## src/rtl/oadc_pkg.sv

```systemverilog
// Package for the obstacle-avoiding drive controller: field widths, codes,
// beat and state structs shared by the channel interfaces and the RTL.
// No dependencies.
package oadc_pkg;

  localparam int TIMER_BITS = 16;
  localparam int LIMIT_W    = 16;
  localparam int CMP_W      = (TIMER_BITS > LIMIT_W) ? TIMER_BITS : LIMIT_W;
  localparam int DIST_W     = 10;
  localparam int CMD_W      = 4;
  localparam int CFG_DATA_W = 16;
  localparam int CFG_IDX_W  = 2;

  // Configuration register indexes.
  localparam logic [CFG_IDX_W-1:0] REG_OBSTACLE_CM  = 2'd0;
  localparam logic [CFG_IDX_W-1:0] REG_BACKUP_TICKS = 2'd1;
  localparam logic [CFG_IDX_W-1:0] REG_TURN_TICKS   = 2'd2;

  localparam logic [DIST_W-1:0]  OBSTACLE_RST = 10'd25;
  localparam logic [LIMIT_W-1:0] BACKUP_RST   = 16'd150;
  localparam logic [LIMIT_W-1:0] TURN_RST     = 16'd250;

  // Command codes; anything above CMD_AUTO is ignored.
  localparam logic [CMD_W-1:0] CMD_HALT      = 4'd0;
  localparam logic [CMD_W-1:0] CMD_FWD       = 4'd1;
  localparam logic [CMD_W-1:0] CMD_BACK      = 4'd2;
  localparam logic [CMD_W-1:0] CMD_TURN_L    = 4'd3;
  localparam logic [CMD_W-1:0] CMD_TURN_R    = 4'd4;
  localparam logic [CMD_W-1:0] CMD_SPEED_HI  = 4'd5;
  localparam logic [CMD_W-1:0] CMD_SPEED_MID = 4'd6;
  localparam logic [CMD_W-1:0] CMD_SPEED_LO  = 4'd7;
  localparam logic [CMD_W-1:0] CMD_VACUUM    = 4'd8;
  localparam logic [CMD_W-1:0] CMD_AUTO      = 4'd9;

  localparam logic KIND_COMMAND = 1'b0;
  localparam logic KIND_TICK    = 1'b1;

  typedef enum logic [1:0] {
    MODE_HAND   = 2'd0,
    MODE_FWD    = 2'd1,
    MODE_BACKUP = 2'd2,
    MODE_TURN   = 2'd3
  } drive_mode_t;

  localparam logic [2:0] DIR_NONE  = 3'd0;
  localparam logic [2:0] DIR_FWD   = 3'd1;
  localparam logic [2:0] DIR_BACK  = 3'd2;
  localparam logic [2:0] DIR_LEFT  = 3'd3;
  localparam logic [2:0] DIR_RIGHT = 3'd4;

  localparam logic [2:0] SPD_NONE   = 3'd0;
  localparam logic [2:0] SPD_STOP   = 3'd1;
  localparam logic [2:0] SPD_SLOW   = 3'd2;
  localparam logic [2:0] SPD_MEDIUM = 3'd3;
  localparam logic [2:0] SPD_FAST   = 3'd4;
  localparam logic [2:0] SPD_LDIFF  = 3'd5;
  localparam logic [2:0] SPD_RDIFF  = 3'd6;

  localparam logic [1:0] VAC_NONE = 2'd0;
  localparam logic [1:0] VAC_ON   = 2'd1;
  localparam logic [1:0] VAC_OFF  = 2'd2;

  typedef struct packed {
    logic              mode;
    logic [CMD_W-1:0]  command;
    logic              distance_valid;
    logic [DIST_W-1:0] distance_cm;
  } in_beat_t;

  typedef struct packed {
    logic [1:0] robot_mode;
    logic [2:0] direction;
    logic [2:0] speed_action;
    logic [1:0] vacuum_action;
  } out_beat_t;

  typedef struct packed {
    logic [DIST_W-1:0]  obstacle_cm;
    logic [LIMIT_W-1:0] backup_ticks;
    logic [LIMIT_W-1:0] turn_ticks;
  } cfg_regs_t;

  typedef struct packed {
    drive_mode_t           mode;
    logic [TIMER_BITS-1:0] count;
  } drive_state_t;

endpackage

```

## src/rtl/oadc_chan_if.sv

```systemverilog
// Valid/ready channel interfaces for the drive controller's input and result
// beats. Depends on oadc_pkg.
interface oadc_in_if import oadc_pkg::*; ();
  logic              valid;
  logic              ready;
  logic              mode;
  logic [CMD_W-1:0]  command;
  logic              distance_valid;
  logic [DIST_W-1:0] distance_cm;

  modport source (output valid, mode, command, distance_valid, distance_cm, input ready);
  modport sink   (input valid, mode, command, distance_valid, distance_cm, output ready);
endinterface

interface oadc_out_if import oadc_pkg::*; ();
  logic       valid;
  logic       ready;
  logic [1:0] robot_mode;
  logic [2:0] direction;
  logic [2:0] speed_action;
  logic [1:0] vacuum_action;

  modport source (output valid, robot_mode, direction, speed_action, vacuum_action,
                  input ready);
  modport sink   (input valid, robot_mode, direction, speed_action, vacuum_action,
                  output ready);
endinterface

```

## src/rtl/oadc_step.sv

```systemverilog
// Next-state and action logic for one beat of the drive controller.
// Purely combinational; depends on oadc_pkg.
module oadc_step import oadc_pkg::*; (
  input  in_beat_t     beat,
  input  drive_state_t state,
  input  cfg_regs_t    cfg,
  output drive_state_t state_nxt,
  output out_beat_t    res
);

  localparam logic [TIMER_BITS-1:0] CNT_MAX = {TIMER_BITS{1'b1}};

  logic [TIMER_BITS-1:0] cnt_inc;
  logic                  cnt_sat;
  logic [LIMIT_W-1:0]    limit;
  logic                  phase_end;
  logic [2:0]            dir;
  logic [2:0]            spd;
  logic [1:0]            vac;

  // The counter saturates; a saturated count ends the phase whatever the limit.
  assign cnt_sat   = (state.count == CNT_MAX);
  assign cnt_inc   = cnt_sat ? state.count : state.count + 1'b1;
  assign limit     = (state.mode == MODE_BACKUP) ? cfg.backup_ticks : cfg.turn_ticks;
  assign phase_end = (CMP_W'(cnt_inc) >= CMP_W'(limit)) || (cnt_inc == CNT_MAX);

  always_comb begin
    state_nxt = state;
    dir       = DIR_NONE;
    spd       = SPD_NONE;
    vac       = VAC_NONE;
    if (beat.mode == KIND_COMMAND) begin
      case (beat.command)
        CMD_HALT: begin
          state_nxt.mode = MODE_HAND;
          spd = SPD_STOP;
          vac = VAC_OFF;
        end
        CMD_FWD: begin
          state_nxt.mode = MODE_HAND;
          dir = DIR_FWD;
        end
        CMD_BACK: begin
          state_nxt.mode = MODE_HAND;
          dir = DIR_BACK;
        end
        CMD_TURN_L: begin
          state_nxt.mode = MODE_HAND;
          dir = DIR_LEFT;
          spd = SPD_LDIFF;
        end
        CMD_TURN_R: begin
          state_nxt.mode = MODE_HAND;
          dir = DIR_RIGHT;
          spd = SPD_RDIFF;
        end
        CMD_SPEED_HI: begin
          state_nxt.mode = MODE_HAND;
          spd = SPD_FAST;
        end
        CMD_SPEED_MID: begin
          state_nxt.mode = MODE_HAND;
          spd = SPD_MEDIUM;
        end
        CMD_SPEED_LO: begin
          state_nxt.mode = MODE_HAND;
          spd = SPD_SLOW;
        end
        CMD_VACUUM: begin
          state_nxt.mode = MODE_HAND;
          vac = VAC_ON;
        end
        CMD_AUTO: begin
          state_nxt.mode  = MODE_FWD;
          state_nxt.count = '0;
          dir = DIR_FWD;
          spd = SPD_MEDIUM;
          vac = VAC_ON;
        end
        default: begin
        end
      endcase
    end else begin
      case (state.mode)
        MODE_FWD: begin
          if (beat.distance_valid && (beat.distance_cm <= cfg.obstacle_cm)) begin
            state_nxt.mode  = MODE_BACKUP;
            state_nxt.count = '0;
            dir = DIR_BACK;
            spd = SPD_FAST;
          end
        end
        MODE_BACKUP: begin
          state_nxt.count = cnt_inc;
          if (phase_end) begin
            state_nxt.mode  = MODE_TURN;
            state_nxt.count = '0;
            dir = DIR_LEFT;
            spd = SPD_LDIFF;
          end
        end
        MODE_TURN: begin
          state_nxt.count = cnt_inc;
          if (phase_end) begin
            state_nxt.mode  = MODE_FWD;
            state_nxt.count = '0;
            dir = DIR_FWD;
            spd = SPD_MEDIUM;
          end
        end
        default: begin
        end
      endcase
    end
  end

  assign res.robot_mode    = state_nxt.mode;
  assign res.direction     = dir;
  assign res.speed_action  = spd;
  assign res.vacuum_action = vac;

endmodule

```

## src/rtl/obstacle_avoid_drive_controller_unit.sv

```systemverilog
// Top level of the obstacle-avoiding drive controller: input register, step
// logic and result register. Depends on oadc_pkg, oadc_chan_if and oadc_step.
//
//   port     direction  handshake         payload
//   in_ch    sink       valid / ready     mode, command, distance_valid, distance_cm
//   out_ch   source     valid / ready     robot_mode, direction, speed_action,
//                                         vacuum_action
//   cfg_*    sink       cfg_we only       cfg_index, cfg_wdata
//
// One beat is accepted per cycle while in_ch.ready is high; its result passes
// through the input register, then the result register, before it leaves on out_ch.
// Drive state and the result register update on the same edge, so the next
// beat in the input register always sees the state its predecessor left.
// A stalled result holds the input register, and in_ch.ready drops only when
// both registers are full. Reset is synchronous.
module obstacle_avoid_drive_controller_unit import oadc_pkg::*; (
  input  logic                  clk,
  input  logic                  rst_n,
  oadc_in_if.sink               in_ch,
  oadc_out_if.source            out_ch,
  input  logic                  cfg_we,
  input  logic [CFG_IDX_W-1:0]  cfg_index,
  input  logic [CFG_DATA_W-1:0] cfg_wdata
);

  cfg_regs_t    cfg_r;
  drive_state_t state_r;
  drive_state_t state_nxt;
  in_beat_t     beat_r;
  in_beat_t     beat_in;
  logic         beat_valid_r;
  out_beat_t    res_r;
  out_beat_t    res_nxt;
  logic         res_valid_r;
  logic         res_take;
  logic         in_take;

  assign res_take = !res_valid_r || out_ch.ready;
  assign in_take  = !beat_valid_r || res_take;

  assign in_ch.ready = in_take;

  assign beat_in.mode           = in_ch.mode;
  assign beat_in.command        = in_ch.command;
  assign beat_in.distance_valid = in_ch.distance_valid;
  assign beat_in.distance_cm    = in_ch.distance_cm;

  always_ff @(posedge clk) begin
    if (!rst_n) begin
      cfg_r.obstacle_cm  <= OBSTACLE_RST;
      cfg_r.backup_ticks <= BACKUP_RST;
      cfg_r.turn_ticks   <= TURN_RST;
    end else if (cfg_we) begin
      case (cfg_index)
        REG_OBSTACLE_CM:  cfg_r.obstacle_cm  <= cfg_wdata[DIST_W-1:0];
        REG_BACKUP_TICKS: cfg_r.backup_ticks <= cfg_wdata[LIMIT_W-1:0];
        REG_TURN_TICKS:   cfg_r.turn_ticks   <= cfg_wdata[LIMIT_W-1:0];
        default: begin
        end
      endcase
    end
  end

  oadc_step u_step (
    .beat      (beat_r),
    .state     (state_r),
    .cfg       (cfg_r),
    .state_nxt (state_nxt),
    .res       (res_nxt)
  );

  always_ff @(posedge clk) begin
    if (!rst_n) begin
      beat_valid_r  <= 1'b0;
      res_valid_r   <= 1'b0;
      state_r.mode  <= MODE_HAND;
      state_r.count <= '0;
    end else begin
      if (in_take) begin
        beat_valid_r <= in_ch.valid;
      end
      if (res_take) begin
        res_valid_r <= beat_valid_r;
        if (beat_valid_r) begin
          state_r <= state_nxt;
        end
      end
    end
  end

  always_ff @(posedge clk) begin
    if (in_take && in_ch.valid) begin
      beat_r <= beat_in;
    end
    if (res_take && beat_valid_r) begin
      res_r <= res_nxt;
    end
  end

  assign out_ch.valid         = res_valid_r;
  assign out_ch.robot_mode    = res_r.robot_mode;
  assign out_ch.direction     = res_r.direction;
  assign out_ch.speed_action  = res_r.speed_action;
  assign out_ch.vacuum_action = res_r.vacuum_action;

  // Forward driving is only ever entered with a cleared phase counter.
  a_fwd_count_clear: assert property (@(posedge clk) disable iff (!rst_n)
    state_r.mode == MODE_FWD |-> state_r.count == '0)
    else $error("phase counter not clear in forward mode");

  // A beat held behind a stalled result must not move the drive state.
  a_stall_holds_state: assert property (@(posedge clk) disable iff (!rst_n)
    (beat_valid_r && !res_take) |=> $stable(state_r))
    else $error("drive state moved during a result stall");

  // The reported mode is the state the beat left behind.
  a_mode_matches: assert property (@(posedge clk) disable iff (!rst_n)
    (beat_valid_r && res_take) |=> res_r.robot_mode == state_r.mode)
    else $error("result mode differs from drive state");

endmodule
```

## src/flat_wrapper.sv

```systemverilog
// flat-port wrapper written by rule: the top's interface ports become plain ports
module obstacle_avoid_drive_controller_unit_flat import oadc_pkg::*;
  (clk, rst_n, cfg_we, cfg_index, cfg_wdata, in_ch_valid, in_ch_mode, in_ch_command, in_ch_distance_valid, in_ch_distance_cm, in_ch_ready, out_ch_valid, out_ch_robot_mode, out_ch_direction, out_ch_speed_action, out_ch_vacuum_action, out_ch_ready);
  oadc_in_if in_ch_i ();
  oadc_out_if out_ch_i ();
  input  logic clk;
  input  logic rst_n;
  input  logic cfg_we;
  input  logic [CFG_IDX_W-1:0] cfg_index;
  input  logic [CFG_DATA_W-1:0] cfg_wdata;
  input wire logic [$bits(in_ch_i.valid)-1:0] in_ch_valid;
  input wire logic [$bits(in_ch_i.mode)-1:0] in_ch_mode;
  input wire logic [$bits(in_ch_i.command)-1:0] in_ch_command;
  input wire logic [$bits(in_ch_i.distance_valid)-1:0] in_ch_distance_valid;
  input wire logic [$bits(in_ch_i.distance_cm)-1:0] in_ch_distance_cm;
  output wire logic [$bits(in_ch_i.ready)-1:0] in_ch_ready;
  output wire logic [$bits(out_ch_i.valid)-1:0] out_ch_valid;
  output wire logic [$bits(out_ch_i.robot_mode)-1:0] out_ch_robot_mode;
  output wire logic [$bits(out_ch_i.direction)-1:0] out_ch_direction;
  output wire logic [$bits(out_ch_i.speed_action)-1:0] out_ch_speed_action;
  output wire logic [$bits(out_ch_i.vacuum_action)-1:0] out_ch_vacuum_action;
  input wire logic [$bits(out_ch_i.ready)-1:0] out_ch_ready;
  assign in_ch_i.valid = in_ch_valid;
  assign in_ch_i.mode = in_ch_mode;
  assign in_ch_i.command = in_ch_command;
  assign in_ch_i.distance_valid = in_ch_distance_valid;
  assign in_ch_i.distance_cm = in_ch_distance_cm;
  assign in_ch_ready = in_ch_i.ready;
  assign out_ch_valid = out_ch_i.valid;
  assign out_ch_robot_mode = out_ch_i.robot_mode;
  assign out_ch_direction = out_ch_i.direction;
  assign out_ch_speed_action = out_ch_i.speed_action;
  assign out_ch_vacuum_action = out_ch_i.vacuum_action;
  assign out_ch_i.ready = out_ch_ready;
  obstacle_avoid_drive_controller_unit u_core (.clk(clk), .rst_n(rst_n), .in_ch(in_ch_i), .out_ch(out_ch_i), .cfg_we(cfg_we), .cfg_index(cfg_index), .cfg_wdata(cfg_wdata));
endmodule
```

## config.mk

```make
export PLATFORM = sky130hd
export DESIGN_NAME = obstacle_avoid_drive_controller_unit_flat
export DESIGN_NICKNAME = d
export VERILOG_FILES = /design/src/rtl/oadc_pkg.sv /design/src/rtl/oadc_chan_if.sv /design/src/rtl/oadc_step.sv /design/src/rtl/obstacle_avoid_drive_controller_unit.sv /design/src/flat_wrapper.sv
export SDC_FILE = /design/constraint.sdc
export NUM_CORES = 1
export LEC_CHECK = 0
export BUFFER_PORTS_ARGS = -buffer_cell sky130_fd_sc_hd__buf_4
export CELL_PAD_IN_SITES_DETAIL_PLACEMENT = 0
export CELL_PAD_IN_SITES_GLOBAL_PLACEMENT = 1
export CORE_UTILIZATION = 30
export DETAILED_ROUTE_END_ITERATION = 10
export PLACE_DENSITY = 0.54
export SLEW_MARGIN = 40
export SYNTH_ARGS = -nofsm -noshare
export SYNTH_HDL_FRONTEND = slang
export SYNTH_HIERARCHICAL = 1
export SYNTH_SLANG_ARGS = --single-unit
```

## constraint.sdc

```tcl
create_clock -name clk -period 4.9 [get_ports clk]
set_input_delay 0.735 -clock clk [delete_from_list [all_inputs] [get_ports clk]]
set_output_delay 0.735 -clock clk [all_outputs]
set_load 0.005 [all_outputs]
```

Word level (Yosys, flattened, before mapping). Index checks and enable logic that the tools add are counted.

Add/subtract/negate cells: 1. $lt $le $gt $ge: 2. Equality and inequality tests: 18. Multiplexer cells: 21. Reductions and logical operators: 20.

Operator list (number): 2-to-1 mux 18 bit (4); case mux 18 bit (3 select lines) (1); 2-to-1 mux 16 bit (3); equality test 16 bit (second input constant) (2); case mux 3 bit (6 select lines) (1); adder 16 x 1 -> 16 bit (second input constant) (1); equality test 4 x 3 -> 1 bit (second input constant) (4); greater-or-equal comparator 16 bit (1); 2-to-1 mux 3 bit (4); case mux 3 bit (4 select lines) (1); less-or-equal comparator 10 bit (1); case mux 3 bit (3 select lines) (1); OR reduction 9 bit (1); equality test 4 x 2 -> 1 bit (second input constant) (2); equality test 4 bit (second input constant) (2); case mux 2 bit (2 select lines) (2); AND reduction 2 bit (4); equality test 2 bit (second input constant) (3); case mux 2 bit (3 select lines) (1); OR reduction 2 bit (3); AND reduction 5 bit (1); equality test 2 x 1 -> 1 bit (second input constant) (2); equality test 4 x 1 -> 1 bit (second input constant) (1); logical NOT 4 bit (1); 9 further kinds (15).

Register bits after elaboration: 88. Input bits: 39. Output and inout port bits: 12. Word-level logic and storage cells: 77.

Depth between registers and ports, before layout.
Word-level depth: 7. Mapped depth: 17. Mapped depth without buffers: 15.

Hierarchy. Netlist, hierarchy kept.

Modules (own cells, without submodules): obstacle_avoid_drive_controller_unit (times used 1, cells each 272, area each 3105.5 µm², seq. area each 2021.9 µm²); oadc_step (times used 1, cells each 274, area each 2031.9 µm², seq. area each 0.0 µm²).

Worst setup path before layout. No wires, ideal clock.

Kind: reg-to-reg. Start point: register u_core/state_r[17] (netlist bit). End point: register u_core/state_r[6] (netlist bit). Library setup time: 0.072 ns. Data arrival time: 3.711 ns. Data required time: 4.828 ns. Path slack: 1.117 ns. Stages on the path, launching flop included: 16. Buffers on the path: 3. Period minus slack after synthesis: 3.783 ns. Cells stage by stage: dfxtp_1 -> nor2b_1 -> clkbuf_1 -> clkbuf_1 -> mux2i_1 -> ha_1 -> a21o_1 -> a21o_1 -> a2111oi_0 -> o21ai_1 -> a211oi_2 -> buf_2 -> nand3_1 -> a21oi_1 -> nand2_1 -> mux2i_1.

RTL lines: start: declaration (RTL line obstacle_avoid_drive_controller_unit.sv:27) `drive_state_t state_r;`; start signal: assignment (RTL line obstacle_avoid_drive_controller_unit.sv:85) `state_r <= state_nxt;`.

==> impl_metrics.csv <==
group,metric,value,unit
outcome,status,"completed",
sta,layout_setup_ws,0.746,ns
yosys,synth_cell_types,71,
min_path,hold_end,"u_core/cfg_r[39]",
die,rows,47,
cells_and_area,fin_nets,640,
clock_tree,clk_path_buf_depth,2,
sta,maxClockFrequency,241,MHz
cells_and_area,final_common_cell,"nand2_1",
setup_path,crit_arrival,4.42,ns
sta,hold_violations,0,
cells_and_area,area_delta_synth_final,16.5,%
cells_and_area,drive_gt1_share,18.8,%
yosys,ys_seq_area_share,39.4,%
grt,grt_use_total,14.5,%
clock_tree,path_clk_slew,0.07,ns
die,fp.dieH,133,um
grt,grt_pass1_vias,3827,
die,coreArea,16600,sq um
power_and_ir_drop,ir_drop,139,uV
drt,drtPass1Iterations,4,
drt,antenna_left,0,
sta,drv_slew,0,
clock_tree,cts_made_buffers,9,
sta,tns,0,ns
yosys,synth-async-reset-ratio,0,%
setup_path,worstSetupEndpointType,"flip-flop",
power_and_ir_drop,cellPowerDensity,287,nW/um^2
yosys,netlist_instances,546,
setup_path,ff2ff_setup_slack,0.75,ns
setup_path,slowest_delay,0.47,ns
setup_path,path_class,"flip-flop to flip-flop",
drt,drc_errors,0,
place,dpl.cell_count,783,
die,pin_count,51,
sta,maxSlewHeadroom,42.5,%
die,dieArea,17700,sq um
setup_path,r2r-end,"u_core/state_r[17]",
cells_and_area,most-common-layout-cells,"94 x nand2_1, 62 x dfxtp_1, 53 x buf_4",
sta,layout_worst_path_cycle_share,84.8,%
min_path,worstHoldPathType,"flip-flop to flip-flop",
sta,hold_slack,0.459,ns
die,start_util,30.9,%
drt,drt_wl_total,12.4,mm
sta,skew,0.00748,ns
sta,rsz0062_at_grt,"no",
setup_path,critPathMaxFanout,10,
sta,fin_crit,4.15,ns
setup_path,cp-start-kind,"flip-flop",
sta,worstMarginPinSlew,0.862,ns
clock_tree,clkSinkCount,88,
yosys,synth.avg_cell_area,9.41,sq um
yosys,synth-seq-cells,88,
cells_and_area,layout.cells.non_filler,799,
place,gp_congestion,0.874,
die,die_x,133,um
clock_tree,cts_tree,"yes",
yosys,synth_nets,612,
grt,grt_pass1_wl,20.0,mm
sta,finalSetupViolCount,0,
flow_run,cap_violations,0,
grt,overflow,0,
power_and_ir_drop,p_leak,2.37,nW
yosys,yosys_warnings,6,
yosys,synth_area,5140,sq um
place,io_buffers,50,
cells_and_area,num-fill-cells,1671,
cells_and_area,diodes,0,
yosys,synth_edf_count,26,
setup_path,r2r-start,"u_core/state_r[0]",
min_path,holdPathStages,2,
drt,via_per_inst,5.04,
clock_tree,cts_root_buffer,"clkbuf_16",
setup_path,crit_family,"simple AND/OR/NAND/NOR gates",
grt,grt_max_degree,96,
place,dp_hpwl,9.02,mm
setup_path,rr_worst_depth,15,
setup_path,slowest_stage,"a2111oi_0",
clock_tree,cts_max_level,3,
drt,routed-via-count,4029,
clock_tree,hold_buffers,0,
clock_tree,ctsResizeCount,0,
grt,antenna_found_initial,0,
drt,wl_per_cell,15.5,um
place,place_ws,0.823,ns
drt,drt-initial-drc-count,205,
setup_path,path_buf_inv,0,
min_path,hold_start,"u_core/cfg_r[39]",
clock_tree,postCtsSetupBuffers,0,
setup_path,crit_chain,"ha_1 -> nand4_1 -> nor2_1 -> nand3_1 -> nand3_1 -> xnor2_1 -> ha_1 -> a2111oi_0 -> nor2b_1 -> o21ai_0 -> a21oi_1 -> nand2_1 -> o21ai_0 -> nand2_1 -> mux2i_1",
yosys,synth_ff_type,"dfxtp_1",
setup_path,worstPathRequired,5.17,ns
clock_tree,clock_latency,0.34,ns
==> routing by layer <==
| layer | part of all wire, % | vias up | GRT usage (%) |
|---|---|---|---|
| li1 | - | 2060 | - |
| met1 | 48 | 1890 | 18.9 |
| met2 | 48 | 71 | 23.6 |
| met3 | 3.4 | 8 | 3.37 |
| met4 | 0.86 | 0 | 4.41 |
| met5 | 0 | - | 0 |
==> stage by stage <==
stage                     power, W  instance area [sq um]  util (%)
after floorplan           0.000889                   5140         -
after global placement    0.000936                   5540      33.3
after detailed placement  0.000947                   5640      33.9
after CTS                  0.00175                   5980      35.9
after global routing       0.00180                   5990      36.0
final                      0.00172                   5990      36.0
==> kinds of logic (layout without fill, tap and decap cells) <==
logic type / Yosys count / count (layout) / synth area share (%)
muxes: 52 / 52 / 10.3
DFF: 88 / 88 / 39.4
xor gates and xnor gates: 9 / 9 / 1.53
and+or+nand+nor: 208 / 208 / 21.3
buffers and inverters: 58 / 91 / 6.55
adders and majority gates: 27 / 27 / 6.58
AOI/OAI and AO/OA: 104 / 104 / 14.5
==> cells in the mapped netlist (3+ instances only) <==
| cell | number | area, sq um |
|---|---|---|
| nand2_1 | 94 | 353 |
| dfxtp_1 | 62 | 1240 |
| mux2i_1 | 47 | 470 |
| nand3_1 | 39 | 195 |
| o21ai_0 | 31 | 155 |
| ha_1 | 27 | 338 |
| edfxtp_1 | 26 | 781 |
| inv_1 | 16 | 60.1 |
| a21oi_1 | 15 | 75.1 |
| clkbuf_1 | 13 | 48.8 |
| buf_2 | 12 | 60.1 |
| nand4_1 | 12 | 75.1 |
| a32o_1 | 11 | 110 |
| nor2_1 | 10 | 37.5 |
| nor2b_1 | 8 | 50.1 |
| buf_6 | 7 | 78.8 |
| o21ai_2 | 7 | 61.3 |
| a21o_1 | 6 | 45.0 |
| nor3_1 | 6 | 30.0 |
| xnor2_1 | 6 | 52.6 |
| buf_4 | 5 | 37.5 |
| mux2_2 | 5 | 56.3 |
| o21a_1 | 5 | 37.5 |
| and2_1 | 4 | 25.0 |
| and3_1 | 4 | 25.0 |
| and4_1 | 4 | 35.0 |
| a2111oi_0 | 3 | 26.3 |
| a31oi_1 | 3 | 18.8 |
| nand3_2 | 3 | 30.0 |
| nand3b_1 | 3 | 22.5 |
| nand4_2 | 3 | 37.5 |
| xor2_1 | 3 | 26.3 |
==> sequential cells by signal (all words and copies together), names as in the netlist <==
| name | count |
|---|---|
| u_core/beat_valid_r | 1 |
| u_core/out_ch.vacuum_action | 2 |
| u_core/out_ch.speed_action | 3 |
| u_core/out_ch.direction | 3 |
| u_core/beat_r | 16 |
| u_core/out_ch.robot_mode | 2 |
| u_core/cfg_r | 42 |
| u_core/out_ch.valid | 1 |
| u_core/state_r | 18 |
==> final cells by class <==
cell class              instances  area [sq um]  area share [%]
well taps                     220           275            4.60
clock inverters                 6          96.3            1.61
flip-flops and latches         88          2020            33.8
multi-input cells             400          2800            46.7
clock buffers                  10           250            4.18
inverters                      16          60.1            1.00
repair buffers                 59           485            8.11
==> where the power goes <==
group | total, W | switching, W | leakage (nW) | internal, W
Clock | 0.000790 | 0.000306 | 0.166 | 0.000484
Combinational | 0.000135 | 0.0000698 | 1.45 | 0.0000654
Sequential | 0.000792 | 0.0000162 | 0.752 | 0.000776
==> worst reg2reg max path: cells and delay by family (launching register included) <==
family | cells | cell delay, ns
and+or+nand+nor | 7 | 1.48
AOI/OAI and AO/OA | 4 | 1.21
adders and majority gates | 2 | 0.61
DFF | 1 | 0.45
muxes | 1 | 0.15
xor gates and xnor gates | 1 | 0.19
==> worst max-delay path by stage <==
stage	startpoint	end	cells after the start
after detailed placement	u_core/state_r[1]	u_core/state_r[9]	16
after floorplan	u_core/state_r[17]	u_core/state_r[6]	15
after global routing	u_core/state_r[1]	u_core/state_r[17]	15
after global placement	u_core/state_r[1]	u_core/state_r[0]	16
after CTS	u_core/state_r[1]	u_core/state_r[17]	15
final	u_core/state_r[0]	u_core/state_r[17]	15
Power figures use the tool's default switching activity.
